### src/rtl/lss_pkg.sv
`default_nettype none

package lss_pkg;

    // register indexes on the configuration port
    localparam logic [2:0] CFG_TOLERANCE        = 3'd0;
    localparam logic [2:0] CFG_INITIAL_LOG      = 3'd1;
    localparam logic [2:0] CFG_INITIAL_ZERO     = 3'd2;
    localparam logic [2:0] CFG_INITIAL_STATUS   = 3'd3;
    localparam logic [2:0] CFG_LOG_STEP         = 3'd4;

    localparam logic [30:0] TOLERANCE_RESET     = 31'd66;
    localparam logic [30:0] LOG_STEP_RESET      = 31'd1599043;

    // last iteration indexes of the shared unit
    localparam logic [5:0]  MUL_LAST            = 6'd31;
    localparam logic [5:0]  DIV_LAST            = 6'd33;

    // quotient clamp, two to the power 33
    localparam logic [33:0] QUOT_LIMIT          = 34'h2_0000_0000;

    typedef enum logic [2:0] {
        MD_IDLE,
        MD_MUL,
        MD_CHK,
        MD_DIV,
        MD_DONE
    } lss_md_state_t;

    typedef enum logic {
        CTL_IDLE,
        CTL_BUSY
    } lss_ctl_state_t;

    typedef struct packed {
        logic        start;
        logic        ack;
        logic [31:0] mag_st;
        logic [32:0] mag_dl;
        logic [32:0] mag_ds;
    } lss_md_req_t;

    typedef struct packed {
        logic        done;
        logic [33:0] quot;
    } lss_md_rsp_t;

endpackage

`default_nettype wire

### src/rtl/log_domain_secant_solver.sv
// secant root search on log prices
//
// input channel (s_valid/s_ready): s_mode 1 starts a search from the
// configuration registers, s_mode 0 reports the status of the trial last
// handed out. result channel (m_valid/m_ready): one transfer per input
// transfer carrying the log of the next trial price, solved and divide
// fault flags and the trial count.
// configuration: cfg_wr_en/cfg_index/cfg_wr_data, written while idle.
//
// start, first status, solved and divide fault items give their result in
// the cycle after the input transfer. a secant step runs 32 multiply steps,
// one range check and 34 divide steps, all on one shared 34-bit adder,
// plus the commit; a quotient of two to the 34 or more skips the divide
// steps. one item is in flight at a time.
//
// a result waits in the output register while m_ready is low; a new input
// transfer is taken only once that register is free or being emptied.
// reset clears the search state and restores the register defaults.
`default_nettype none

module log_domain_secant_solver (
    input  logic               aclk,
    input  logic               aresetn,

    input  logic               cfg_wr_en,
    input  logic [2:0]         cfg_index,
    input  logic [31:0]        cfg_wr_data,

    input  logic               s_valid,
    output logic               s_ready,
    input  logic               s_mode,
    input  logic signed [31:0] s_target_status,

    output logic               m_valid,
    input  logic               m_ready,
    output logic signed [31:0] m_next_log_price,
    output logic               m_solved,
    output logic               m_divide_fault,
    output logic [15:0]        m_iteration_count
);

    import lss_pkg::*;

    function automatic logic [31:0] sat33(input logic [32:0] v);
        if (v[32] != v[31]) begin
            sat33 = v[32] ? 32'h8000_0000 : 32'h7FFF_FFFF;
        end else begin
            sat33 = v[31:0];
        end
    endfunction

    function automatic logic [31:0] sat35(input logic [34:0] v);
        if ((&v[34:31]) || (~|v[34:31])) begin
            sat35 = v[31:0];
        end else begin
            sat35 = v[34] ? 32'h8000_0000 : 32'h7FFF_FFFF;
        end
    endfunction

    // configuration registers
    logic [30:0] tol_reg, tol_next;
    logic [31:0] init_log_reg, init_log_next;
    logic        init_zero_reg, init_zero_next;
    logic [31:0] init_stat_reg, init_stat_next;
    logic [30:0] log_step_reg, log_step_next;

    // search state
    logic [31:0] cur_log_reg, cur_log_next;
    logic [31:0] prev_log_reg, prev_log_next;
    logic [31:0] prev_stat_reg, prev_stat_next;
    logic [15:0] trial_cnt_reg, trial_cnt_next;
    logic [31:0] st_hold_reg, st_hold_next;
    logic        neg_hold_reg, neg_hold_next;

    // output register
    logic        m_valid_reg, m_valid_next;
    logic [31:0] m_log_reg, m_log_next;
    logic        m_solved_reg, m_solved_next;
    logic        m_fault_reg, m_fault_next;
    logic [15:0] m_count_reg, m_count_next;

    lss_ctl_state_t ctl_state_reg, ctl_state_next;

    lss_md_req_t md_req;
    lss_md_rsp_t md_rsp;

    logic        out_free;
    logic        s_xfer;
    logic        commit;

    // start item terms
    logic [31:0] init_mag;
    logic        init_within;
    logic        init_pos;
    logic [32:0] init_up;
    logic [32:0] init_dn;
    logic [31:0] start_log;

    // status item terms
    logic [31:0] st;
    logic [31:0] st_mag;
    logic        st_first;
    logic        st_within;
    logic        st_equal;
    logic        st_secant;
    logic [32:0] dl;
    logic [32:0] ds;
    logic [15:0] cnt_inc;

    // commit of a secant step
    logic [34:0] cur_wide;
    logic [34:0] quot_wide;
    logic [34:0] new_wide;
    logic [31:0] new_log;

    lss_muldiv u_muldiv (
        .aclk    (aclk),
        .aresetn (aresetn),
        .req     (md_req),
        .rsp     (md_rsp)
    );

    assign out_free = !m_valid_reg || m_ready;
    assign s_xfer   = s_valid && s_ready;

    // register write decoder
    always_comb begin
        tol_next       = tol_reg;
        init_log_next  = init_log_reg;
        init_zero_next = init_zero_reg;
        init_stat_next = init_stat_reg;
        log_step_next  = log_step_reg;
        if (cfg_wr_en) begin
            unique case (cfg_index)
                CFG_TOLERANCE:      tol_next       = cfg_wr_data[30:0];
                CFG_INITIAL_LOG:    init_log_next  = cfg_wr_data;
                CFG_INITIAL_ZERO:   init_zero_next = cfg_wr_data[0];
                CFG_INITIAL_STATUS: init_stat_next = cfg_wr_data;
                CFG_LOG_STEP:       log_step_next  = cfg_wr_data[30:0];
                default: ;
            endcase
        end
    end

    // seeding of a new search
    always_comb begin
        init_mag    = init_stat_reg[31] ? (~init_stat_reg + 32'd1) : init_stat_reg;
        init_within = init_mag < {1'b0, tol_reg};
        init_pos    = !init_stat_reg[31] && (|init_stat_reg);
        init_up     = {init_log_reg[31], init_log_reg} + {2'b00, log_step_reg};
        init_dn     = {init_log_reg[31], init_log_reg} - {2'b00, log_step_reg};
        if (init_zero_reg) begin
            start_log = {1'b0, log_step_reg};
        end else if (init_within) begin
            start_log = init_log_reg;
        end else if (init_pos) begin
            start_log = sat33(init_up);
        end else begin
            start_log = sat33(init_dn);
        end
    end

    // classification of a status report
    always_comb begin
        st        = s_target_status;
        st_mag    = st[31] ? (~st + 32'd1) : st;
        st_first  = (trial_cnt_reg == 16'd0);
        st_within = st_mag < {1'b0, tol_reg};
        st_equal  = (st == prev_stat_reg);
        st_secant = !st_first && !st_within && !st_equal;
        dl        = {cur_log_reg[31], cur_log_reg} - {prev_log_reg[31], prev_log_reg};
        ds        = {st[31], st} - {prev_stat_reg[31], prev_stat_reg};
        cnt_inc   = (trial_cnt_reg == 16'hFFFF) ? trial_cnt_reg : trial_cnt_reg + 16'd1;
    end

    // new trial = current minus signed quotient
    always_comb begin
        cur_wide  = {{3{cur_log_reg[31]}}, cur_log_reg};
        quot_wide = {1'b0, md_rsp.quot};
        new_wide  = neg_hold_reg ? (cur_wide + quot_wide) : (cur_wide - quot_wide);
        new_log   = sat35(new_wide);
    end

    // control next state
    always_comb begin
        ctl_state_next = ctl_state_reg;
        unique case (ctl_state_reg)
            CTL_IDLE: if (s_xfer && !s_mode && st_secant) ctl_state_next = CTL_BUSY;
            CTL_BUSY: if (md_rsp.done && out_free) ctl_state_next = CTL_IDLE;
            default:  ctl_state_next = CTL_IDLE;
        endcase
    end

    // control outputs
    always_comb begin
        s_ready       = 1'b0;
        commit        = 1'b0;
        md_req.start  = 1'b0;
        md_req.ack    = 1'b0;
        md_req.mag_st = st_mag;
        md_req.mag_dl = dl[32] ? (~dl + 33'd1) : dl;
        md_req.mag_ds = ds[32] ? (~ds + 33'd1) : ds;
        unique case (ctl_state_reg)
            CTL_IDLE: begin
                s_ready      = out_free;
                md_req.start = s_xfer && !s_mode && st_secant;
            end
            CTL_BUSY: begin
                commit     = md_rsp.done && out_free;
                md_req.ack = commit;
            end
            default: ;
        endcase
    end

    // search state and output register
    always_comb begin
        cur_log_next   = cur_log_reg;
        prev_log_next  = prev_log_reg;
        prev_stat_next = prev_stat_reg;
        trial_cnt_next = trial_cnt_reg;
        st_hold_next   = st_hold_reg;
        neg_hold_next  = neg_hold_reg;
        m_valid_next   = m_valid_reg && !m_ready;
        m_log_next     = m_log_reg;
        m_solved_next  = m_solved_reg;
        m_fault_next   = m_fault_reg;
        m_count_next   = m_count_reg;

        if (s_xfer && s_mode) begin
            prev_stat_next = init_stat_reg;
            prev_log_next  = init_zero_reg ? 32'd0 : init_log_reg;
            cur_log_next   = start_log;
            trial_cnt_next = '0;
            m_valid_next   = 1'b1;
            m_log_next     = start_log;
            m_solved_next  = 1'b0;
            m_fault_next   = 1'b0;
            m_count_next   = '0;
        end else if (s_xfer) begin
            trial_cnt_next = cnt_inc;
            if (st_secant) begin
                // result follows when the shared unit is done
                st_hold_next  = st;
                neg_hold_next = st[31] ^ dl[32] ^ ds[32];
            end else begin
                // first report, within tolerance or equal statuses: trial held
                m_valid_next  = 1'b1;
                m_log_next    = cur_log_reg;
                m_solved_next = !st_first && st_within;
                m_fault_next  = !st_first && !st_within && st_equal;
                m_count_next  = cnt_inc;
            end
        end else if (commit) begin
            prev_log_next  = cur_log_reg;
            prev_stat_next = st_hold_reg;
            cur_log_next   = new_log;
            m_valid_next   = 1'b1;
            m_log_next     = new_log;
            m_solved_next  = 1'b0;
            m_fault_next   = 1'b0;
            m_count_next   = trial_cnt_reg;
        end
    end

    always_ff @(posedge aclk) begin
        if (!aresetn) begin
            tol_reg       <= TOLERANCE_RESET;
            init_log_reg  <= '0;
            init_zero_reg <= 1'b0;
            init_stat_reg <= '0;
            log_step_reg  <= LOG_STEP_RESET;
            cur_log_reg   <= '0;
            prev_log_reg  <= '0;
            prev_stat_reg <= '0;
            trial_cnt_reg <= '0;
            m_valid_reg   <= 1'b0;
            ctl_state_reg <= CTL_IDLE;
        end else begin
            tol_reg       <= tol_next;
            init_log_reg  <= init_log_next;
            init_zero_reg <= init_zero_next;
            init_stat_reg <= init_stat_next;
            log_step_reg  <= log_step_next;
            cur_log_reg   <= cur_log_next;
            prev_log_reg  <= prev_log_next;
            prev_stat_reg <= prev_stat_next;
            trial_cnt_reg <= trial_cnt_next;
            m_valid_reg   <= m_valid_next;
            ctl_state_reg <= ctl_state_next;
        end
        st_hold_reg  <= st_hold_next;
        neg_hold_reg <= neg_hold_next;
        m_log_reg    <= m_log_next;
        m_solved_reg <= m_solved_next;
        m_fault_reg  <= m_fault_next;
        m_count_reg  <= m_count_next;
    end

    assign m_valid           = m_valid_reg;
    assign m_next_log_price  = m_log_reg;
    assign m_solved          = m_solved_reg;
    assign m_divide_fault    = m_fault_reg;
    assign m_iteration_count = m_count_reg;

    // no input transfer while a secant step is in the shared unit
    a_busy_blocks_input: assert property (@(posedge aclk) disable iff (!aresetn)
        ctl_state_reg == CTL_BUSY |-> !s_ready)
        else $error("input taken during secant step");

    // the shared unit only finishes for a step that control is waiting on
    a_done_only_when_busy: assert property (@(posedge aclk) disable iff (!aresetn)
        md_rsp.done |-> ctl_state_reg == CTL_BUSY)
        else $error("shared unit done while control idle");

    // solved and divide fault are exclusive
    a_flags_exclusive: assert property (@(posedge aclk) disable iff (!aresetn)
        m_valid |-> !(m_solved && m_divide_fault))
        else $error("solved and divide fault both set");

    // a start item gives its result next cycle with a cleared count
    a_start_result: assert property (@(posedge aclk) disable iff (!aresetn)
        s_valid && s_ready && s_mode |=> m_valid && m_iteration_count == 16'd0)
        else $error("start item result missing");

endmodule

`default_nettype wire

### src/rtl/lss_addsub.sv
`default_nettype none

module lss_addsub (
    input  logic [33:0] op_a,
    input  logic [33:0] op_b,
    input  logic        op_sub,
    output logic [34:0] result
);

    // bit 34 of a subtraction is the borrow
    assign result = {1'b0, op_a} + ({1'b0, op_b} ^ {35{op_sub}}) + {34'd0, op_sub};

endmodule

`default_nettype wire

### src/rtl/lss_muldiv.sv
`default_nettype none

module lss_muldiv (
    input  logic                aclk,
    input  logic                aresetn,
    input  lss_pkg::lss_md_req_t req,
    output lss_pkg::lss_md_rsp_t rsp
);

    import lss_pkg::*;

    lss_md_state_t state_reg, state_next;
    logic [5:0]    cnt_reg, cnt_next;
    logic [32:0]   rem_reg, rem_next;
    logic [33:0]   low_reg, low_next;
    logic [32:0]   mcand_reg, mcand_next;
    logic [32:0]   dvsr_reg, dvsr_next;
    logic          ovf_reg, ovf_next;

    logic [33:0]   op_a;
    logic [33:0]   op_b;
    logic          op_sub;
    logic [34:0]   sum;
    logic          nonneg;

    lss_addsub u_addsub (
        .op_a   (op_a),
        .op_b   (op_b),
        .op_sub (op_sub),
        .result (sum)
    );

    assign nonneg = ~sum[34];

    // operand selection for the shared adder
    always_comb begin
        op_a   = '0;
        op_b   = '0;
        op_sub = 1'b0;
        unique case (state_reg)
            MD_MUL: begin
                op_a = {1'b0, rem_reg};
                op_b = low_reg[0] ? {1'b0, mcand_reg} : 34'd0;
            end
            MD_CHK: begin
                op_a   = {4'd0, rem_reg[31:2]};
                op_b   = {1'b0, dvsr_reg};
                op_sub = 1'b1;
            end
            MD_DIV: begin
                op_a   = {rem_reg, low_reg[33]};
                op_b   = {1'b0, dvsr_reg};
                op_sub = 1'b1;
            end
            default: ;
        endcase
    end

    // next state
    always_comb begin
        state_next = state_reg;
        unique case (state_reg)
            MD_IDLE: if (req.start) state_next = MD_MUL;
            MD_MUL:  if (cnt_reg == MUL_LAST) state_next = MD_CHK;
            MD_CHK:  state_next = nonneg ? MD_DONE : MD_DIV;
            MD_DIV:  if (cnt_reg == DIV_LAST) state_next = MD_DONE;
            MD_DONE: if (req.ack) state_next = MD_IDLE;
            default: state_next = MD_IDLE;
        endcase
    end

    // datapath registers
    always_comb begin
        cnt_next   = cnt_reg;
        rem_next   = rem_reg;
        low_next   = low_reg;
        mcand_next = mcand_reg;
        dvsr_next  = dvsr_reg;
        ovf_next   = ovf_reg;
        unique case (state_reg)
            MD_IDLE: begin
                if (req.start) begin
                    cnt_next   = '0;
                    rem_next   = '0;
                    low_next   = {2'b00, req.mag_st};
                    mcand_next = req.mag_dl;
                    dvsr_next  = req.mag_ds;
                    ovf_next   = 1'b0;
                end
            end
            MD_MUL: begin
                // shift-add, one multiplier bit a step
                rem_next = sum[33:1];
                low_next = {2'b00, sum[0], low_reg[31:1]};
                cnt_next = cnt_reg + 6'd1;
            end
            MD_CHK: begin
                // quotient of two to the 34 or more saturates at once
                ovf_next = nonneg;
                rem_next = {3'd0, rem_reg[31:2]};
                low_next = {rem_reg[1:0], low_reg[31:0]};
                cnt_next = '0;
            end
            MD_DIV: begin
                // restoring division, one quotient bit a step
                rem_next = nonneg ? sum[32:0] : {rem_reg[31:0], low_reg[33]};
                low_next = {low_reg[32:0], nonneg};
                cnt_next = cnt_reg + 6'd1;
            end
            default: ;
        endcase
    end

    // outputs
    always_comb begin
        rsp.done = (state_reg == MD_DONE);
        if (ovf_reg || (low_reg[33] && (|low_reg[32:0]))) begin
            rsp.quot = QUOT_LIMIT;
        end else begin
            rsp.quot = low_reg;
        end
    end

    always_ff @(posedge aclk) begin
        if (!aresetn) begin
            state_reg <= MD_IDLE;
            cnt_reg   <= '0;
        end else begin
            state_reg <= state_next;
            cnt_reg   <= cnt_next;
        end
        rem_reg   <= rem_next;
        low_reg   <= low_next;
        mcand_reg <= mcand_next;
        dvsr_reg  <= dvsr_next;
        ovf_reg   <= ovf_next;
    end

endmodule

`default_nettype wire

### config.mk
export PLATFORM = sky130hd
export DESIGN_NAME = log_domain_secant_solver
export DESIGN_NICKNAME = d
export VERILOG_FILES = /design/src/rtl/lss_pkg.sv /design/src/rtl/log_domain_secant_solver.sv /design/src/rtl/lss_addsub.sv /design/src/rtl/lss_muldiv.sv
export SDC_FILE = /design/constraint.sdc
export NUM_CORES = 2
export LEC_CHECK = 0
export ABC_CLOCK_PERIOD_IN_PS = 17200
export BUFFER_PORTS_ARGS = -buffer_cell sky130_fd_sc_hd__clkbuf_2
export CORE_MARGIN = 10
export CORE_UTILIZATION = 39
export CTS_CLUSTER_DIAMETER = 60
export DETAILED_ROUTE_END_ITERATION = 10
export PLACE_DENSITY = 0.55
export SETUP_SLACK_MARGIN = 0.02
export SLEW_MARGIN = 15
export SYNTH_ARGS = -nofsm -noshare
export SYNTH_HDL_FRONTEND = slang
export SYNTH_HIERARCHICAL = 1
export SYNTH_SLANG_ARGS = --single-unit
export TNS_END_PERCENT = 10
### constraint.sdc
create_clock -name aclk -period 17.2 [get_ports aclk]
set_clock_uncertainty 0.05 [all_clocks]
set_input_delay 0.86 -clock aclk [delete_from_list [all_inputs] [get_ports aclk]]
set_output_delay 0.86 -clock aclk [all_outputs]
set_load 0.01 [all_outputs]
# After elaboration in Yosys (flattened, before gate mapping)

Index checks and enable logic that the tools add are counted.

Flip-flop bits (word level): 467
Bits of input ports: 73
Output and inout bits: 52
Word-level logic and storage cells: 197

Add/sub/neg operators: 14
Order comparisons: 2
Equality and inequality tests: 21
Mux-type cells: 66
Bitwise gates (word level): 12
Reduce and logical (&&, ||, !) cells: 55

Operator list:

| operator              | count |
|---|---|
| $mux 32               | 26 |
| $pmux 34 s4           | 1 |
| $pmux 33 s4           | 1 |
| $pmux 34 s3           | 1 |
| $mux 33               | 3 |
| $sub 32x32->33        | 3 |
| $mux 34               | 2 |
| $pmux 34 s2           | 1 |
| $add 33x1->33 const B | 2 |
| $not 33->33           | 2 |
| $add 32x1->32 const B | 2 |
| $lt 32x31->1          | 2 |
| $mux 16               | 4 |
| $not 32->32           | 2 |
| $add 34x35->35        | 1 |
| $add 35x1->35         | 1 |
| $add 35x34->35        | 1 |
| $mux 35               | 1 |
| $sub 35x34->35        | 1 |
| $xor 34x35->35        | 1 |
| $add 32x32->33        | 1 |
| $reduce_or 33->1      | 1 |
| $eq 32x32->1          | 1 |
| $reduce_or 32->1      | 1 |
| other kinds (33)      | 108 |

# Depth between registers and ports, before layout

Depth in word-level cells: 13
Mapped depth: 26
Depth with buffers taken out: 25

# Hierarchy

The synthesis kept the hierarchy.

By module, submodules not included:

| module                   | instances | cells each | area each (µm²) | seq. area each (µm²) |
|---|---|---|---|---|
| log_domain_secant_solver | 1         | 3,884      | 28,924.0        | 7,136.8 |
| lss_muldiv               | 1         | 701        | 7,713.6         | 4,204.0 |
| lss_addsub               | 1         | 313        | 2,272.2         | 0.0 |

# Worst setup path before layout

Ideal clock, no wire load.

Path kind: input to register
Start point: input s_target_status[6]
End point: register u_muldiv.dvsr_reg[0], enable pin
Library setup time: 0.571 ns
Arrival time: 8.729 ns
Data required time: 16.579 ns
Path slack: 7.850 ns
Stages on the path: 17
Buffers on the path: 0
Path through: or4_4 -> or4_4 -> nor2_2 -> nand3_2 -> o41ai_1 -> xnor2_1 -> ha_1 -> nand3_1 -> nor2_1 -> nand3_1 -> nor3_1 -> o211ai_1 -> o211ai_2 -> nand3_1 -> nor2_1 -> nand2b_1 -> nor3_1

RTL lines:

| what                   | line                           | source |
|---|---|---|
| start: declaration     | log_domain_secant_solver.sv:32 | `input logic signed [31:0] s_target_status,` |
| end signal: assignment | lss_muldiv.sv:135              | `dvsr_reg <= dvsr_next;` |
| end: declaration       | lss_muldiv.sv:17               | `logic [32:0] dvsr_reg, dvsr_next;` |

==> impl_results.md <==
- Root Driver: clkbuf_16
- Top-level I/O count: 125
- Post-synth EDFFs: 199
- VDD IR-drop max: 0.105 mV
- Critical path origin: u_muldiv/low_reg[33]
- FFs w/ async S/R, synth: 0
- Ys Warns: 6
- Element type at the critical path end: flip-flop
- Fin. Hold Viols: 0
- Post-DP HPWL: 113000 µm
- Power per cell area: 98.4 mW/mm²
- #FFs+latches synth: 467
- Cell Rows: 115
- Period utilisation layout: 0.415
- Detailed Routing Iterations Pass 1: 6
- Die area: 0.113 mm²
- Worst-path cell chain: nor2_1, buf_4, and2_1, nor2_1, nor4b_1, nand2_1, or4_1, or2_1, nor3_1, and2_1, a21oi_1, xor2_1, ha_1, a21oi_1, o21ai_0, a311oi_1, o21bai_1, or4_1, nand4_2, nand2b_1, a31oi_1, a211o_1
- 1st-iter DRT viols: 3816
- Final Net Count: 5198
- Layout Cells excl Fill: 6200
- Setup repair bufs after CTS: 0
- Vias in the first global route: 33966
- Hold Slack: 0.406 ns
- Placed insts: 6067
- Fin Setup TNS: 0 ns
- Required @ worst endpoint: 17.53 ns
- Worst-Margin Slew: 1.21 ns
- Slowest Stage Delay on Critical Path: 0.73 ns
- Largest register FFs: 34
- Unrepaired setup endpoints after global routing: no
- Launch point of the worst hold path: tol_reg[7]
- Setup ws final: 10.06 ns
- Placer's final routability congestion estimate: 0.954
- CTS sink cnt: 467
- Clock buffer depth: 3
- # H-tree levels: 3
- Gr usage total: 0.248
- Drt total wl: 147000 µm
- Synth unique cells: 121
- Hold Crit Class: reg2reg
- CTS Buf Count: 72
- Crit Path Max Fanout: 34
- Max-Cap Viols: 0
- Crit path DAT: 7.48 ns
- Cell area after synthesis: 0.0389 mm²
- Leakage: 0.0162 µW
- Antenna Nets Post-Route: 0
- Cts repair resizes: 0
- Post-Syn Nets: 5241
- Register area share after synthesis: 0.291
- Startpoint types: flip-flop
- Worst Path Buf+Inv: 1
- Initial antenna violation count: 5
- Initial core utilization: 0.394
- Power, Total: 4210 µW
- Pin count of the biggest net entering global routing: 129
- Std-Cell Core Area: 0.0987 mm²
- Place WS: 10.11 ns
- Port Buffer Count: 124
- Post-CTS Hold Buffers: 0
- Gate Count Post-Synth: 4898
- Main synth FF type: dfxtp_1
- CP max stage cell: nand2b_1
- Setup CP Type: reg2reg
- Routed length per instance: 23.7 µm
- Number of diodes: 0
- Setup violators final: 0
- Gr ovfl total: 0
- Worst-path clk slew: 0.06 ns
- P&R area growth vs syn: 9.91%
- Worst-Skew Late Latency: 0.64 ns
- Die H: 336 µm
- Die Span X: 336 µm
- Crit path time final: 7.14 ns
- Slew Viols, Final: 0
- CTS tree: yes
- Slew HR: 0.193
- First-pass GRT wire length: 217000 µm
- Share of cells above drive strength 1: 0.0830
- Vias per cell: 6.06
- Reg2reg start: u_muldiv/low_reg[33]
- Synthesized area per cell: 7.94 µm²
- Delay-heaviest family, CP: simple AND/OR/NAND/NOR gates
- Outcome: complete, no violations
- Fmax: 0.140 GHz
- Routed vias: 37564
- DRC Markers: 0
[worst min-delay path, delay by kind of cell (launching register included)]
family | cells | cell delay [ns]
and+or+nand+nor | 1 | 0.05
AOI/OAI and AO/OA | 1 | 0.05
DFF | 1 | 0.31
[area by class of cell]
class / count / area, µm²
clock inverter: 41 / 440
timing repair buffer: 168 / 971
tap: 1287 / 1610
fill: 10055 / 55900
multi-input combinational: 3914 / 25500
sequential: 467 / 11300
clock buffer: 91 / 2010
inverter: 232 / 878
[metal layers]
layer	up-vias	global-route usage	part of all wire
li1	17872	-	-
met1	17974	0.347	0.45
met2	1484	0.388	0.44
met3	230	0.0314	0.071
met4	4	0.0892	0.039
met5	-	0	0.00022
[cells by family after synthesis]
family / Yosys count / share of synthesized area
buffers and inverters: 517 / 0.0553
AND/OR/NAND/NOR: 1608 / 0.197
other: 1 / 0.0000964
multiplexers: 80 / 0.0209
XOR/XNOR: 305 / 0.0687
AO/OA/AOI/OAI: 1650 / 0.279
adder cells (fa/ha/maj): 270 / 0.0880
flip-flops: 467 / 0.291
[per-stage QoR]
stage / util / area, µm²
5_1_grt: 0.433 / 42800
2_1_floorplan: - / 38900
6_report: 0.433 / 42800
4_1_cts: 0.433 / 42700
3_5_place_dp: 0.408 / 40300
3_3_place_gp: 0.408 / 40300
[cells in the mapped netlist, types with 31 or more instances]
cell / n / area share
a211oi_1: 70 / 0.014
a21o_1: 97 / 0.019
a21oi_1: 502 / 0.065
a22o_1: 37 / 0.0083
a311oi_1: 31 / 0.0070
a31oi_1: 93 / 0.015
and2_1: 68 / 0.011
buf_2: 46 / 0.0059
clkbuf_1: 193 / 0.019
dfxtp_1: 268 / 0.14
edfxtp_1: 199 / 0.15
ha_1: 264 / 0.085
inv_1: 228 / 0.022
mux2i_1: 74 / 0.019
nand2_1: 630 / 0.061
nand2b_1: 70 / 0.011
nand3_1: 104 / 0.013
nand4_1: 39 / 0.0063
nor2_1: 334 / 0.032
nor2b_1: 42 / 0.0068
nor3_1: 113 / 0.015
o211ai_1: 93 / 0.018
o21a_1: 55 / 0.011
o21ai_0: 258 / 0.033
o21ai_1: 45 / 0.0058
o21bai_1: 34 / 0.0066
o31ai_1: 47 / 0.0091
xnor2_1: 183 / 0.041
xor2_1: 122 / 0.027
[final timing paths]
| check | to | slack [ns] | cells past startpoint |
|---|---|---|---|
| hold / removal | tol_reg[7] | 0.41 | 2 |
| setup reg to reg | m_next_log_price[15] | 10.06 | 22 |
| hold reg to reg | tol_reg[7] | 0.41 | 2 |
| setup / recovery | m_next_log_price[15] | 10.06 | 22 |
[power by group]
part           total [µW]  switching (µW)  internal (µW)
clock                1510             591            919
sequential           1350            79.3           1270
combinational        1350             880            473
total                4210            1550           2660
[layout by cell type (no fill, tap or decap), types with 112 or more instances in the layout]
master / count
a21oi_1: 501
clkbuf_2: 124
dfxtp_1: 265
edfxtp_1: 199
ha_1: 264
inv_1: 228
nand2_1: 629
nor2_1: 330
nor3_1: 112
o21ai_0: 258
xnor2_1: 183
xor2_1: 122
(Power assumes the default switching activity.)
